### src/design/rdx50_pkg.sv
// ----------------------------------------------------------------------------
// rdx50_pkg
// Shared types and constants for the Radix-50 6.3 filename encoder.
// ----------------------------------------------------------------------------
package rdx50_pkg;

  localparam int CODE_W    = 6;
  localparam int WORD_W    = 16;
  localparam int COMP_D    = 9;
  localparam int NAME_N    = 6;
  localparam int EXT_N     = 3;
  localparam int RADIX     = 40;

  localparam logic [7:0] CH_SLASH = 8'h2F;
  localparam logic [7:0] CH_DOT   = 8'h2E;

  typedef logic [CODE_W-1:0] code_t;
  typedef logic [WORD_W-1:0] word_t;

  typedef struct packed {
    logic       go;
    logic       last;
    logic [7:0] ch;
  } step_t;

  typedef struct packed {
    code_t [NAME_N-1:0] name;
    code_t [EXT_N-1:0]  ext;
  } codes_t;

endpackage

### src/design/rdx50_track.sv
// ----------------------------------------------------------------------------
// rdx50_track
// Path component tracker: maps bytes to codes, keeps the current component
// and its last extension, and selects the name and extension codes.
// ----------------------------------------------------------------------------
module rdx50_track (
  input  logic            clk,
  input  logic            rst_n,
  input  rdx50_pkg::step_t step,
  output rdx50_pkg::codes_t codes
);
  import rdx50_pkg::*;

  localparam code_t CODE_BLANK = 6'o00;
  localparam code_t CODE_PUNCT = 6'o33;
  localparam code_t CODE_DOT   = 6'o34;
  localparam code_t CODE_OTHER = 6'o35;
  localparam logic [6:0] LOW7  = 7'o177;

  function automatic code_t char_code(input logic [7:0] ch);
    logic [6:0] c;
    logic [6:0] d;
    c = ch[6:0] & LOW7;
    d = 7'd0;
    priority if (c >= 7'h61 && c <= 7'h7A) begin
      d = c - 7'h60;
    end else if (c >= 7'h30 && c <= 7'h39) begin
      d = c - 7'h30 + 7'd30;
    end else if (c == 7'h20 || c == 7'h09) begin
      d = {1'b0, CODE_BLANK};
    end else if (c >= 7'h41 && c <= 7'h5A) begin
      d = c - 7'h40;
    end else if (c == 7'h2D || c == 7'h5F || c == 7'h24) begin
      d = {1'b0, CODE_PUNCT};
    end else if (c == 7'h2E) begin
      d = {1'b0, CODE_DOT};
    end else begin
      d = {1'b0, CODE_OTHER};
    end
    return d[CODE_W-1:0];
  endfunction

  code_t [COMP_D-1:0] comp_r, comp_upd;
  logic [3:0]         len_r, len_upd;
  logic               dot_r, dot_upd;
  logic [2:0]         dpos_r, dpos_upd;
  code_t [EXT_N-1:0]  ext_r, ext_upd;
  logic [1:0]         elen_r, elen_upd;

  code_t              code;
  logic               active;
  logic               is_sep;
  logic [3:0]         limit;

  always_comb begin
    code     = char_code(step.ch);
    active   = step.go && (step.ch != 8'h00) && (step.ch != CH_SLASH);
    is_sep   = (step.ch == CH_DOT);
    comp_upd = comp_r;
    len_upd  = len_r;
    dot_upd  = dot_r;
    dpos_upd = dpos_r;
    ext_upd  = ext_r;
    elen_upd = elen_r;
    if (step.go && step.ch == CH_SLASH) begin
      comp_upd = '0;
      len_upd  = '0;
      dot_upd  = 1'b0;
      dpos_upd = '0;
      ext_upd  = '0;
      elen_upd = '0;
    end else if (active) begin
      if (is_sep) begin
        dot_upd  = 1'b1;
        dpos_upd = (len_r < 4'(NAME_N)) ? len_r[2:0] : 3'(NAME_N);
        ext_upd  = '0;
        elen_upd = '0;
      end else if (dot_r && elen_r < 2'(EXT_N)) begin
        for (int i = 0; i < EXT_N; i++) begin
          if (elen_r == 2'(i)) ext_upd[i] = code;
        end
        elen_upd = elen_r + 2'd1;
      end
      if (len_r < 4'(COMP_D)) begin
        for (int i = 0; i < COMP_D; i++) begin
          if (len_r == 4'(i)) comp_upd[i] = code;
        end
        len_upd = len_r + 4'd1;
      end
    end
  end

  always_comb begin
    limit = dot_upd ? {1'b0, dpos_upd} : len_upd;
    for (int i = 0; i < NAME_N; i++) begin
      codes.name[i] = (4'(i) < limit) ? comp_upd[i] : '0;
    end
    for (int i = 0; i < EXT_N; i++) begin
      if (dot_upd) begin
        codes.ext[i] = (2'(i) < elen_upd) ? ext_upd[i] : '0;
      end else begin
        codes.ext[i] = (4'(NAME_N + i) < len_upd) ? comp_upd[NAME_N + i] : '0;
      end
    end
  end

  always_ff @(posedge clk) begin
    if (!rst_n || (step.go && step.last)) begin
      comp_r <= '0;
      len_r  <= '0;
      dot_r  <= 1'b0;
      dpos_r <= '0;
      ext_r  <= '0;
      elen_r <= '0;
    end else begin
      comp_r <= comp_upd;
      len_r  <= len_upd;
      dot_r  <= dot_upd;
      dpos_r <= dpos_upd;
      ext_r  <= ext_upd;
      elen_r <= elen_upd;
    end
  end

  a_clear_after_last: assert property (@(posedge clk) disable iff (!rst_n)
    (step.go && step.last) |=> (len_r == 4'd0 && !dot_r && elen_r == 2'd0))
    else $error("component state not cleared after last byte");

endmodule

### src/design/rdx50_pack.sv
// ----------------------------------------------------------------------------
// rdx50_pack
// Packs three codes into one base-40 word per group.
// ----------------------------------------------------------------------------
module rdx50_pack (
  input  rdx50_pkg::codes_t codes,
  output rdx50_pkg::word_t  name_high,
  output rdx50_pkg::word_t  name_low,
  output rdx50_pkg::word_t  extension_word
);
  import rdx50_pkg::*;

  function automatic word_t pack3(input code_t a, input code_t b, input code_t c);
    logic [17:0] s;
    s = 18'(a) * 18'(RADIX * RADIX) + 18'(b) * 18'(RADIX) + 18'(c);
    return s[WORD_W-1:0];
  endfunction

  assign name_high      = pack3(codes.name[0], codes.name[1], codes.name[2]);
  assign name_low       = pack3(codes.name[3], codes.name[4], codes.name[5]);
  assign extension_word = pack3(codes.ext[0], codes.ext[1], codes.ext[2]);

endmodule

### src/design/radix50_filename_encoder.sv
// ----------------------------------------------------------------------------
// radix50_filename_encoder
// Path string to 6.3 Radix-50 filename words.
// ----------------------------------------------------------------------------
// Input channel: one path byte per request on in_tdata, in_tlast on the final
// byte. A slash starts a new component, a zero byte is ignored.
// Output channel: one request per path, issued for the byte marked tlast,
// carrying name_high, name_low and extension_word.
// Result: the last byte passes from the input register to the result register,
// which takes the packed words once it is free.
// Throughput: one byte per cycle; the component update and word packing
// sit between the input and result registers; a last byte can stall.
// Reset: clears all component state and both valid flags; no request is held.
// Stall: while a result waits, bytes that are not last keep flowing; a last
// byte holds in the input register until the result register frees up.
// ----------------------------------------------------------------------------
module radix50_filename_encoder (
  input  logic        clk,
  input  logic        rst_n,
  input  logic        in_tvalid,
  output logic        in_tready,
  input  logic [7:0]  in_tdata,   // [7:0] ch
  input  logic        in_tlast,
  output logic        out_tvalid,
  input  logic        out_tready,
  output logic [47:0] out_tdata   // [15:0] name_high, [31:16] name_low,
                                  // [47:32] extension_word
);
  import rdx50_pkg::*;

  logic       v_r;
  logic [7:0] ch_r;
  logic       last_r;
  logic       out_valid_r;
  word_t      nh_r, nl_r, ew_r;

  logic       out_free;
  logic       consume;
  step_t      step;
  codes_t     codes;
  word_t      nh, nl, ew;

  assign out_free  = !out_valid_r || out_tready;
  assign consume   = v_r && (!last_r || out_free);
  assign in_tready = !v_r || consume;

  assign step.go   = consume;
  assign step.last = last_r;
  assign step.ch   = ch_r;

  rdx50_track u_track (
    .clk   (clk),
    .rst_n (rst_n),
    .step  (step),
    .codes (codes)
  );

  rdx50_pack u_pack (
    .codes          (codes),
    .name_high      (nh),
    .name_low       (nl),
    .extension_word (ew)
  );

  always_ff @(posedge clk) begin
    if (!rst_n) begin
      v_r <= 1'b0;
    end else if (in_tready) begin
      v_r <= in_tvalid;
    end
  end

  always_ff @(posedge clk) begin
    if (in_tvalid && in_tready) begin
      ch_r   <= in_tdata;
      last_r <= in_tlast;
    end
  end

  always_ff @(posedge clk) begin
    if (!rst_n) begin
      out_valid_r <= 1'b0;
    end else if (consume && last_r) begin
      out_valid_r <= 1'b1;
    end else if (out_tready) begin
      out_valid_r <= 1'b0;
    end
  end

  always_ff @(posedge clk) begin
    if (consume && last_r) begin
      nh_r <= nh;
      nl_r <= nl;
      ew_r <= ew;
    end
  end

  assign out_tvalid = out_valid_r;
  assign out_tdata  = {ew_r, nl_r, nh_r};

  a_last_holds: assert property (@(posedge clk) disable iff (!rst_n)
    (v_r && last_r && !out_free) |=> (v_r && last_r && $stable(ch_r)))
    else $error("blocked last byte lost from input register");

  a_result_source: assert property (@(posedge clk) disable iff (!rst_n)
    $rose(out_tvalid) |-> $past(v_r && last_r))
    else $error("result issued without a last byte");

  a_ready_free: assert property (@(posedge clk) disable iff (!rst_n)
    (v_r && !last_r) |-> in_tready)
    else $error("input stalled behind a non-last byte");

endmodule

### config.mk
export PLATFORM = sky130hd
export DESIGN_NAME = radix50_filename_encoder
export DESIGN_NICKNAME = d
export VERILOG_FILES = /design/src/design/rdx50_pkg.sv /design/src/design/rdx50_track.sv /design/src/design/rdx50_pack.sv /design/src/design/radix50_filename_encoder.sv
export SDC_FILE = /design/constraint.sdc
export NUM_CORES = 1
export LEC_CHECK = 0
export ABC_AREA = 1
export BUFFER_PORTS_ARGS = -buffer_cell sky130_fd_sc_hd__buf_2
export CORE_MARGIN = 8
export CORE_UTILIZATION = 45
export DETAILED_ROUTE_END_ITERATION = 8
export PLACE_DENSITY_LB_ADDON = 0.2
export SLEW_MARGIN = 25
export SYNTH_ARGS = -nofsm -noshare
export SYNTH_HDL_FRONTEND = slang
export SYNTH_HIERARCHICAL = 1
export SYNTH_SLANG_ARGS = --single-unit
### constraint.sdc
create_clock -name clk -period 5.8 [get_ports clk]
set_input_delay 0.87 -clock clk [delete_from_list [all_inputs] [get_ports clk]]
set_output_delay 0.87 -clock clk [all_outputs]
set_load 0.01 [all_outputs]
# Word level (Yosys, flattened, before mapping)
# Cells that the tools add are included.
# classes
reduce_logical,25
muxes,57
magnitude_cmp,21
addsub,12
n_eq_ne,19
mul,6
# ops
operator,count
6-bit 2-to-1 mux,31
54-bit 2-to-1 mux,3
18-bit 2-to-1 mux,4
16-bit by 12-bit adder with 16-bit output,3
16-bit by 6-bit adder with 16-bit output,3
"6-bit by 5-bit multiplier with 10-bit output, second input constant",3
"7-bit by 6-bit == test with 1-bit output, second input constant",4
"6-bit by 3-bit multiplier with 9-bit output, second input constant",3
"4-bit by 3-bit == test with 1-bit output, second input constant",4
"8-bit by 6-bit == test with 1-bit output, second input constant",2
"3-bit by 4-bit < comparator with 1-bit output, first input constant",4
4-bit 2-to-1 mux,4
3-bit 2-to-1 mux,5
"7-bit greater-or-equal comparator, second input constant",2
"7-bit less-or-equal comparator, second input constant",2
"6-bit subtractor, second input constant",2
1-bit logical AND,10
"4-bit by 2-bit == test with 1-bit output, second input constant",2
"1-bit by 4-bit < comparator with 1-bit output, first input constant",2
"2-bit by 4-bit < comparator with 1-bit output, first input constant",2
2-bit 2-to-1 mux,4
"8-bit by 6-bit != test with 1-bit output, second input constant",1
8-bit nonzero test,1
"7-bit by 4-bit == test with 1-bit output, second input constant",1
23 further kinds,38
# word_totals
out_inout_bits,50
ff_bits,141
word_cells,163
input_bits,13

# Longest topological paths before layout
# Gate-level depths: netlist of the first run.
# depth
word_depth,18
depth_mapped,33

# Modules after synthesis
# Netlist of the first run, hierarchy kept.
# by_module_without_submodules
module,cells_per_inst,area_per_inst_um2,seq_area_each_um2,n_inst
rdx50_track,779,4961.0,1641.6,1
rdx50_pack,539,3557.2,0.0,1
radix50_filename_encoder,76,1833.0,1751.7,1

# Worst setup path before layout of the first run
# Ideal clock, no wire load.
# synth_timing
kind,input to register
startpoint,input port out_tready
endpoint,register nl_r[12] (data pin)
arrival_time_ps,4613
path_slack_ps,925
stages,25
setup_time_ps,262
path_cell_list,inv_1 nand2_1 o21ai_0 inv_1 inv_1 nor2_1 nand3_1 nand2_2 nand3_2 nand2_1 nor2_4 buf_6 nor2_1 ha_1 ha_1 ha_1 inv_1 fa_1 inv_1 ha_1 inv_1 o21ai_0 a21oi_1 nand3_1 xnor2_1
# synth_lines
item,line,text
from (decl),radix50_filename_encoder.sv:25,"input logic out_tready,"
to (signal assigned),radix50_filename_encoder.sv:93,nl_r <= nl;
to (decl),radix50_filename_encoder.sv:35,"word_t nh_r, nl_r, ew_r;"

==> results of run 1 <==
==> per-stage QoR <==
step                setup WS (ns)  cells  instance area, sq um  power, mW  utilization (%)
finish                      0.601   1749                 11400       2.31             50.5
global route                0.121   1749                 11400       2.42             50.5
CTS                         0.394   1749                 11400       2.34             50.5
detailed placement          0.371   1718                 10900       1.37             48.3
global placement            0.419   1718                 10900       1.37             48.3
floorplan                   0.925   1394                 10400       1.28                -
==> flip-flops by register name, summed over array words and instances, names as in the netlist <==
signal          cells
u_track/elen_r      2
last_r              1
nl_r               16
ch_r                8
u_track/dot_r       1
u_track/ext_r      18
u_track/len_r       4
v_r                 1
out_tvalid          1
nh_r               16
u_track/comp_r     54
u_track/dpos_r      3
ew_r               16
==> worst register-to-register path: cells and delay by family (launching register included) <==
| kind | cells | cell delay (ns) |
|---|---|---|
| adders and majority gates | 5 | 1.54 |
| AOI/OAI and AO/OA | 4 | 0.42 |
| buffers and inverters | 3 | 0.52 |
| xor gates and xnor gates | 1 | 0.15 |
| and+or+nand+nor | 18 | 1.83 |
| DFF | 1 | 0.47 |
==> final cells by class <==
cell class                      count  area, sq um
Inverter                          167          627
Multi-Input combinational cell   1043         6090
Clock inverter                      3         17.5
Clock buffer                       28          487
Timing Repair Buffer               82          460
Fill cell                        2185        11200
Tap cell                          285          357
Sequential cell                   141         3390
==> layout by cell type (no fill, tap or decap), types with 12 or more instances in the layout <==
master	count
nand2_1	382
inv_1	154
nor2_1	153
ha_1	122
nand3_1	89
dfxtp_1	84
a21oi_1	66
buf_2	62
edfxtp_1	57
o21ai_0	32
o211ai_1	25
buf_4	20
xor2_1	19
o21a_1	18
clkbuf_16	17
xnor2_1	15
nand4_1	15
o21ai_1	13
nand2_2	13
nor2_2	12
==> metal layers <==
metal	wire length, um	share of wire, %	GRT usage, %
met1	12000	51	23.5
met2	10300	43	27.2
met3	1050	4.4	3.17
met4	361	1.5	4.70
met5	0	0	0
==> logic make-up (layout without fill, tap and decap cells) <==
family / Yosys count / count (layout) / share of synthesized area, %
flops: 141 / 141 / 32.8
fa+ha+maj: 131 / 131 / 16.5
buf+inv: 210 / 280 / 8.40
xor+xnor: 36 / 36 / 3.19
simple gates: 693 / 693 / 28.5
compound gates: 183 / 183 / 10.6
==> repair_timing <==
action,CTS,global route
setup endpoints to repair,0,2
gates resized for setup,0,1
hold endpoints to repair,0,0
==> path summary, 6_finish.rpt <==
kind	cells past startpoint	endpoint	slack (ns)	start
max	31	nh_r[15]	0.60	ch_r[2]
min	2	u_track/ext_r[8]	0.49	u_track/ext_r[8]
max reg2reg	31	nh_r[15]	0.60	ch_r[2]
min reg2reg	2	u_track/ext_r[8]	0.49	u_track/ext_r[8]
==> power breakdown <==
group | internal, mW | switching, mW
combinational | 0.0895 | 0.194
sequential | 1.06 | 0.0119
clock | 0.566 | 0.395
==> results.md, run 1 <==
* Status: finished, final reports clean
* Max_slew headroom at 36.1%
* Ant. Diodes at 0
* Max-cap violation count at 0
* Cts hold-fix bufs at 0
* Antenna violations before repair at 0
* Cell count after synthesis at 1394
* Maximum vdd drop at 0.161 mV
* CP Capture Type: flip-flop
* Critical path buffers and inverters at 3
* Largest net degree at the start of global routing at 46
* Routed vias/inst at 5.08
* Clock tree buffer depth at 2
* Fin. Hold Viols at 0
* CP max stage delay at 0.47 ns
* Post-synthesis register bit count at 141
* Max Fanout on Critical Path at 10
* Global-route usage over all layers at around 17%
* Post-synth top cells: nand2_1, inv_1, nor2_1
* Starting Density at 45.7%
* Die W at 168 um
* RePlAce Congestion at 0.895
* Clk slew on worst S/H paths at 0.06 ns
* First-pass DRT Iterations at 5
* Worst EP arrival at 5.37 ns
* Root Driver: clkbuf_16
* Biggest area consumer among synthesized cells: edfxtp_1
* Top cell family by delay on the critical path: simple AND/OR/NAND/NOR gates
* H-tree Lvls at 4
* Main area contributors after synthesis: edfxtp_1, dfxtp_1, ha_1, nand2_1, inv_1
* CTS sink cnt at 141
* YS warnings at 6
* Port Buf Inserts at 62
* Worst path slowest cell: edfxtp_1
* Total routed wirelength at 23800 um
* Post-synth ARST share at 0%
* Mapped Nets at 1538
* Post-synth top area share at ~17%
* Main synth FF type: dfxtp_1
* Row count at between 50 and 60
* Final setup viols at 0
* Clk Latency, worst-skew pair at 0.42 ns
* Avg Cell Area, Syn at 7.43 sq um
* P_leak at 5.85 nW
* Final Cycle Share at 89.6%
* Slew Limit Fails at 0
* Via count at a little under 9000
* Yosys cell types at 45
* Sequential element share of the synthesized area at 32.8%
* HP Class: reg2reg
* Crit start category: flip-flop
* Share of cells above drive strength 1 at 11.3%
* Most Frequent Cell on Critical Path: nand2_1
* WL/cell at 13.6 um
* CTS tree: built
* Global-route wire length before repair at roughly 40000 um
* Nets@finish at ~1600
* Worst-margin pin slew at approximately 0.96 ns
* Core ar. at 22600 sq um
* Tmin final at around 5.2 ns
* Power Density at 202 nW/um^2
* Count leader, synth: nand2_1
* Fin Clk Skew at 0.0117 ns
* Critical Path RT at 5.98 ns
* RSZ-0062 raised after global routing: no
* Layout area overhead at 10.5%
* Setup Total Neg Slack at 0 ns
* Crit Path Class: reg2reg
* Detail Route Antenna Nets at 0
* Num CTS Buffers at 17
* Hold WS at 0.491 ns
* First DRT Iteration DRCs at 586
* Fmax at ~0.19 GHz
* Die area at ~28000 sq um
* Mapped Area at 10400 sq um
* Post-DP HPWL at 17900 um
* Vias in the first global route at 8223
* Die Ht at 168 um
* Post-synth EDFFs at 57
* Grt ovf at 0
* Io pins at 63
* DRC viols at 0
* Post-CTS setup buffers at 0
Note: power is estimated with default switching activity, not from simulation.
==> run 2: changes to the inputs <==
- SLEW_MARGIN: 25 -> 20
- clock period: 5.8 -> 5.81 ns (I/O delays scaled with it)
==> run 2 against run 1 <==
Net effect: first-iteration DRC count shrank 0.17%; die area is the same; non-clock buffer count shrank 1; critical path type unchanged; flip-flop and latch count is the same; maximum frequency shrank 1.2%; critical endpoint unchanged; utilization grew 0.37 points; sequential share of layout area shrank 0.22 points; global-route usage shrank 0.30 points.
==> results.md, run 2 (same netlist as run 1, synthesis figures left out) <==
* Clk slew on worst S/H paths at around 0.060 ns
* Row count at 55
* Status: finished, final reports clean
* Post-CTS setup buffers at 0
* Worst path slowest cell: edfxtp_1
* Power Density at approximately 210 nW/um^2
* Tmin final at between 5 and 6 ns
* R2r setup slk at 0.55 ns
* CP Launch Point: ch_r[2]
* Global-route wire length before repair at 39300 um
* Die Ht at 168 um
* Fmax at around 0.19 GHz
* Root Driver: clkbuf_16
* Clk Latency, worst-skew pair at ~0.43 ns
* Critical path buffers and inverters at 3
* Routed vias/inst at 5.02
* Largest Register: u_track/comp_r
* Num CTS Buffers at 17
* Crit Path Class: reg2reg
* Cell depth of the worst setup path at 31
* Commonest non-fill, non-tap cell in the layout: nand2_1
* Ant. Diodes at 0
* Clock tree buffer depth at 2
* R2R Path End: nh_r[15]
* Footprint of the multi-input gates at 6090 sq um
* Worst setup path endpoint: nh_r[15]
* Vias in the first global route at 8205
* Fin. Hold Viols at 0
* Net Sw Power at between 0.6 and 0.7 mW
* Antenna violations before repair at 0
* Final setup viols at 0
* Layout area overhead at 11.3%
* Worst EP arrival at 5.44 ns
* Hold WS at 0.494 ns
* Die W at 168 um
* RePlAce Congestion at 0.898
* Largest register FFs at 54
* CP max stage delay at 0.47 ns
* Final Cycle Share at 90.5%
* Top cell family by delay on the critical path: simple AND/OR/NAND/NOR gates
* First-pass DRT Iterations at 5
* HP Class: reg2reg
* CTS resizes at 0
* DRC viols at 0
* Commonest cells after routing, fill and taps aside: nand2_1, inv_1, nor2_1, ha_1, nand3_1
* Max_slew headroom at 37.9%
* CP Capture Type: flip-flop
* Starting Density at 45.7%
* Worst-margin pin slew at 0.928 ns
* Maximum vdd drop at 0.181 mV
* Io pins at 63
* RSZ-0062 raised after global routing: no
* Cts hold-fix bufs at 0
* CTS sink cnt at 141
* Post-DP HPWL at roughly 18000 um
* Setup Total Neg Slack at 0 ns
* FF-to-FF path depth at 31
* Grt ovf at 0
* CTS tree: built
* WL/cell at 13.5 um
* Clock power share at 44.8%
* Sequential power share at 43.6%
* Most Frequent Cell on Critical Path: nand2_1
* R2r startpoint: ch_r[2]
* Fillers at 2185
* Pint at 1.82 mW
* Share of cells above drive strength 1 at 11.7%
* FF/Latch Area at 3390 sq um
* P_leak at roughly 5.9 nW
* Crit start category: flip-flop
* Detail Route Antenna Nets at 0
* Total routed wirelength at 23500 um
* Nets@finish at 1595
* Core ar. at 22600 sq um
* Die area at around 28000 sq um
* Largest net degree at the start of global routing at 46
* Largest regs: u_track/comp_r x54, u_track/ext_r x18
* Port Buf Inserts at 62
* Slew Limit Fails at 0
* Critical Path RT at 5.99 ns
* Max Fanout on Critical Path at 10
* H-tree Lvls at 4
* Proportion of power drawn by combinational gates at ~12%
* Fin Clk Skew at 0.0145 ns
* Via count at 8780
* Global-route usage over all layers at 16.9%
* Switching part of the total at 25.4%
* First DRT Iteration DRCs at 585
* Max-cap violation count at 0
[run 2: cell types whose count changed in the layout (fill, tap and decap cells not counted)]
cell,previous run,this run
buf_4,20,19
bufinv_16,0,2
clkbuf_1,9,2
clkbuf_16,17,18
clkinv_2,2,5
inv_6,0,1
clkinv_4,0,1
[run 2: final cells by class]
| type | instances | share of cell area, % |
|---|---|---|
| Clock buffer | 22 | 4.21 |
| Inverter | 167 | 5.44 |
| Tap cell | 285 | 3.10 |
| Timing Repair Buffer | 81 | 3.93 |
| Sequential cell | 141 | 29.5 |
| Multi-Input combinational cell | 1043 | 52.9 |
| Clock inverter | 10 | 0.956 |
[run 2: worst min path at each step]
stage / from / end / slack (ns) / cells past startpoint
after floorplan: u_track/ext_r[4] / u_track/ext_r[4] / 0.46 / 2
after global placement: u_track/ext_r[4] / u_track/ext_r[4] / 0.47 / 2
after detailed placement: u_track/ext_r[4] / u_track/ext_r[4] / 0.48 / 2
after CTS: u_track/ext_r[4] / u_track/ext_r[4] / 0.49 / 2
after global routing: u_track/ext_r[8] / u_track/ext_r[8] / 0.51 / 2
final: u_track/ext_r[8] / u_track/ext_r[8] / 0.49 / 2
[run 2: tightest hold or removal path: cells and delay by family, from the launching register on]
kind	cells	cell delay [ns]
AO/OA/AOI/OAI	1	0.06
flip-flops	1	0.31
AND/OR/NAND/NOR	1	0.07
[run 2: per-layer routing]
metal  global-route usage, %  part of all wire, %  vias to the layer above
li1                        -                    -                     4674
met1                    22.7                   50                     3914
met2                    27.0                   44                      175
met3                    2.89                  5.2                       17
met4                    5.63                  1.4                        0
met5                       0                    0                        -
[run 2: per-stage QoR]
stage / instance area [sq um] / power [mW] / setup WS (ns) / std cells / utilization, %
6_report: 11500 / 2.44 / 0.549 / 1749 / 50.9
5_1_grt: 11500 / 2.55 / 0.173 / 1749 / 50.9
4_1_cts: 11500 / 2.47 / 0.395 / 1749 / 50.9
3_5_place_dp: 10900 / 1.37 / 0.400 / 1717 / 48.2
3_3_place_gp: 10900 / 1.37 / 0.449 / 1717 / 48.2
2_1_floorplan: 10400 / 1.28 / 0.933 / 1394 / -
[run 2: power groups by stage]
stage,Sequential (mW),Clock [mW],Combinational [mW]
2_1_floorplan,1.09,0,0.192
3_3_place_gp,1.09,0,0.280
3_5_place_dp,1.09,0,0.278
4_1_cts,1.07,1.12,0.282
5_1_grt,1.07,1.16,0.318
6_report,1.07,1.09,0.282
==> run 3: changes to the inputs <==
- CORE_UTILIZATION: 45 -> 30
==> run 3 against run 2 <==
Net effect: critical path depth unchanged; clock skew down 0.00098 ns; global-route usage down 4.0 points; utilization down 16 points; die area up 45%; sequential power about the same; hold slack worse by 0.0025 ns.
==> results.md, run 3 (same netlist as run 1, synthesis figures left out) <==
* DP Area at 11200 sq um
* Power Density at between 200 and 250 nW/um^2
* Max_slew headroom at 55.4%
* Cell Count, Final, Fillers Out at 1926
* HP Class: reg2reg
* P_leak at 5.93 nW
* Proportion of power drawn by combinational gates at 11.7%
* Routed vias/inst at 4.58
* CP max stage delay at 0.47 ns
* Commonest non-fill, non-tap cell in the layout: nand2_1
* CTS tree: built
* Sequential power share at 42.9%
* Critical Path RT at 6.01 ns
* Commonest cells after routing, fill and taps aside: nand2_1, inv_1, nor2_1, ha_1, nand3_1
* Setup Total Neg Slack at 0 ns
* Detail Route Antenna Nets at 0
* Worst Setup Slack, final at between 0.6 and 0.7 ns
* Worst path slowest cell: edfxtp_1
* HP Start: u_track/ext_r[4]
* Fillers at 3703
* Most Frequent Cell on Critical Path: nand2_1
* RSZ-0062 raised after global routing: no
* Via count at 8819
* Die area at 40700 sq um
* Inst Count DP at 1893
* Total power at 2.49 mW
* Clk Latency, worst-skew pair at 0.44 ns
* Layout area overhead at 13.9%
* First-pass DRT Iterations at 4
* Largest register FFs at 54
* R2r startpoint: ch_r[2]
* Global-route usage over all layers at 12.9%
* Vias in the first global route at 8655
* Fmax at between 0.15 and 0.2 GHz
* Io pins at 63
* Share of cells above drive strength 1 at 12.2%
* Final setup viols at 0
* Setup WS pre-CTS at 0.362 ns
* Maximum vdd drop at approximately 0.19 mV
* Largest Register: u_track/comp_r
* Hold WS at 0.492 ns
* Worst EP arrival at 5.37 ns
* Slew Limit Fails at 0
* Switching part of the total at about 28%
* Max Fanout on Critical Path at 8
* Clock tree buffer depth at 2
* Final Cycle Share at 89.1%
* CP Launch Point: ch_r[2]
* Antenna violations before repair at 0
* Core ar. at approximately 34000 sq um
* Global-route wire length before repair at 43400 um
* DRC viols at 0
* Status: finished, final reports clean
* Root Driver: clkbuf_16
* Tmin final at 5.18 ns
* Die Ht at just over 200 um
* Worst-margin pin slew at approximately 0.67 ns
* Layout Utilization at ~34%
* Port Buf Inserts at 62
* Fin. Hold Viols at 0
* Cts hold-fix bufs at 0
* Fin Clk Skew at 0.0135 ns
* Crit Path Class: reg2reg
* Starting Density at between 30% and 40%
* Grt ovf at 0
* Crit start category: flip-flop
* Die W at 202 um
* Clk slew on worst S/H paths at approximately 0.070 ns
* Largest regs: u_track/comp_r x54, u_track/ext_r x18
* Ant. Diodes at 0
* Post-DP HPWL at between 15000 and 20000 um
* First DRT Iteration DRCs at 473
* Max-cap violation count at 0
* RePlAce Congestion at 0.860
* Row count at 68
* Fin area at between 10000 and 15000 sq um
* Total routed wirelength at 25700 um
* Pint at 1.80 mW
* Clock power share at around 45%
* CP Capture Type: flip-flop
* CTS sink cnt at roughly 140
* WL/cell at 13.4 um
* Net Sw Power at 0.686 mW
* H-tree Lvls at 4
* Largest net degree at the start of global routing at between 50 and 60
* Nets@finish at roughly 1600
* Num CTS Buffers at 17
==> run 3: cell count changes in the layout (fill, tap and decap cells not counted), sizes merged <==
cell | before | now
clkinv | 8 | 5
inv | 166 | 173
clkinvlp | 1 | 0
clkbuf | 22 | 19
buf | 81 | 88
==> run 3: timing repair <==
item,CTS,global route
setup buffers,0,1
setup endpoints to repair,0,5
gates resized for setup,0,1
==> run 3: critical path, delay by kind of cell (launching register included) <==
kind / cells / cell delay (ns)
fa+ha+maj: 5 / 1.54
flops: 1 / 0.47
compound gates: 4 / 0.44
simple gates: 18 / 1.81
buf+inv: 3 / 0.52
xor+xnor: 1 / 0.16
==> run 3: power groups by stage <==
| stage | clock [mW] | sequential, mW | combinational [mW] |
|---|---|---|---|
| 6_report | 1.13 | 1.07 | 0.291 |
| 5_1_grt | 1.21 | 1.07 | 0.331 |
| 4_1_cts | 1.17 | 1.07 | 0.292 |
| 3_5_place_dp | 0 | 1.09 | 0.289 |
| 3_3_place_gp | 0 | 1.09 | 0.291 |
| 2_1_floorplan | 0 | 1.09 | 0.192 |
==> run 3: path summary, 6_finish.rpt <==
kind	endpoint	slack, ns	cells past startpoint
setup / recovery	nh_r[15]	0.63	31
hold / removal	u_track/ext_r[4]	0.49	2
setup reg to reg	nh_r[15]	0.63	31
hold reg to reg	u_track/ext_r[4]	0.49	2
==> run 3: cell type report <==
cell class              instances  area, sq um  area share, %
multi-input cells            1043         6100           51.7
inverters                     167          627           5.32
well taps                     455          569           4.83
clock inverters                13          151           1.28
flip-flops and latches        141         3390           28.8
clock buffers                  19          443           3.76
repair buffers                 88          505           4.29
==> run 3: routing by layer <==
layer | track usage, % | up-vias | wire length (um)
met5 | 0 | - | 0
met4 | 3.52 | 0 | 348
met3 | 2.59 | 17 | 966
met2 | 20.7 | 122 | 11300
met1 | 17.5 | 4015 | 13100
li1 | - | 4665 | -
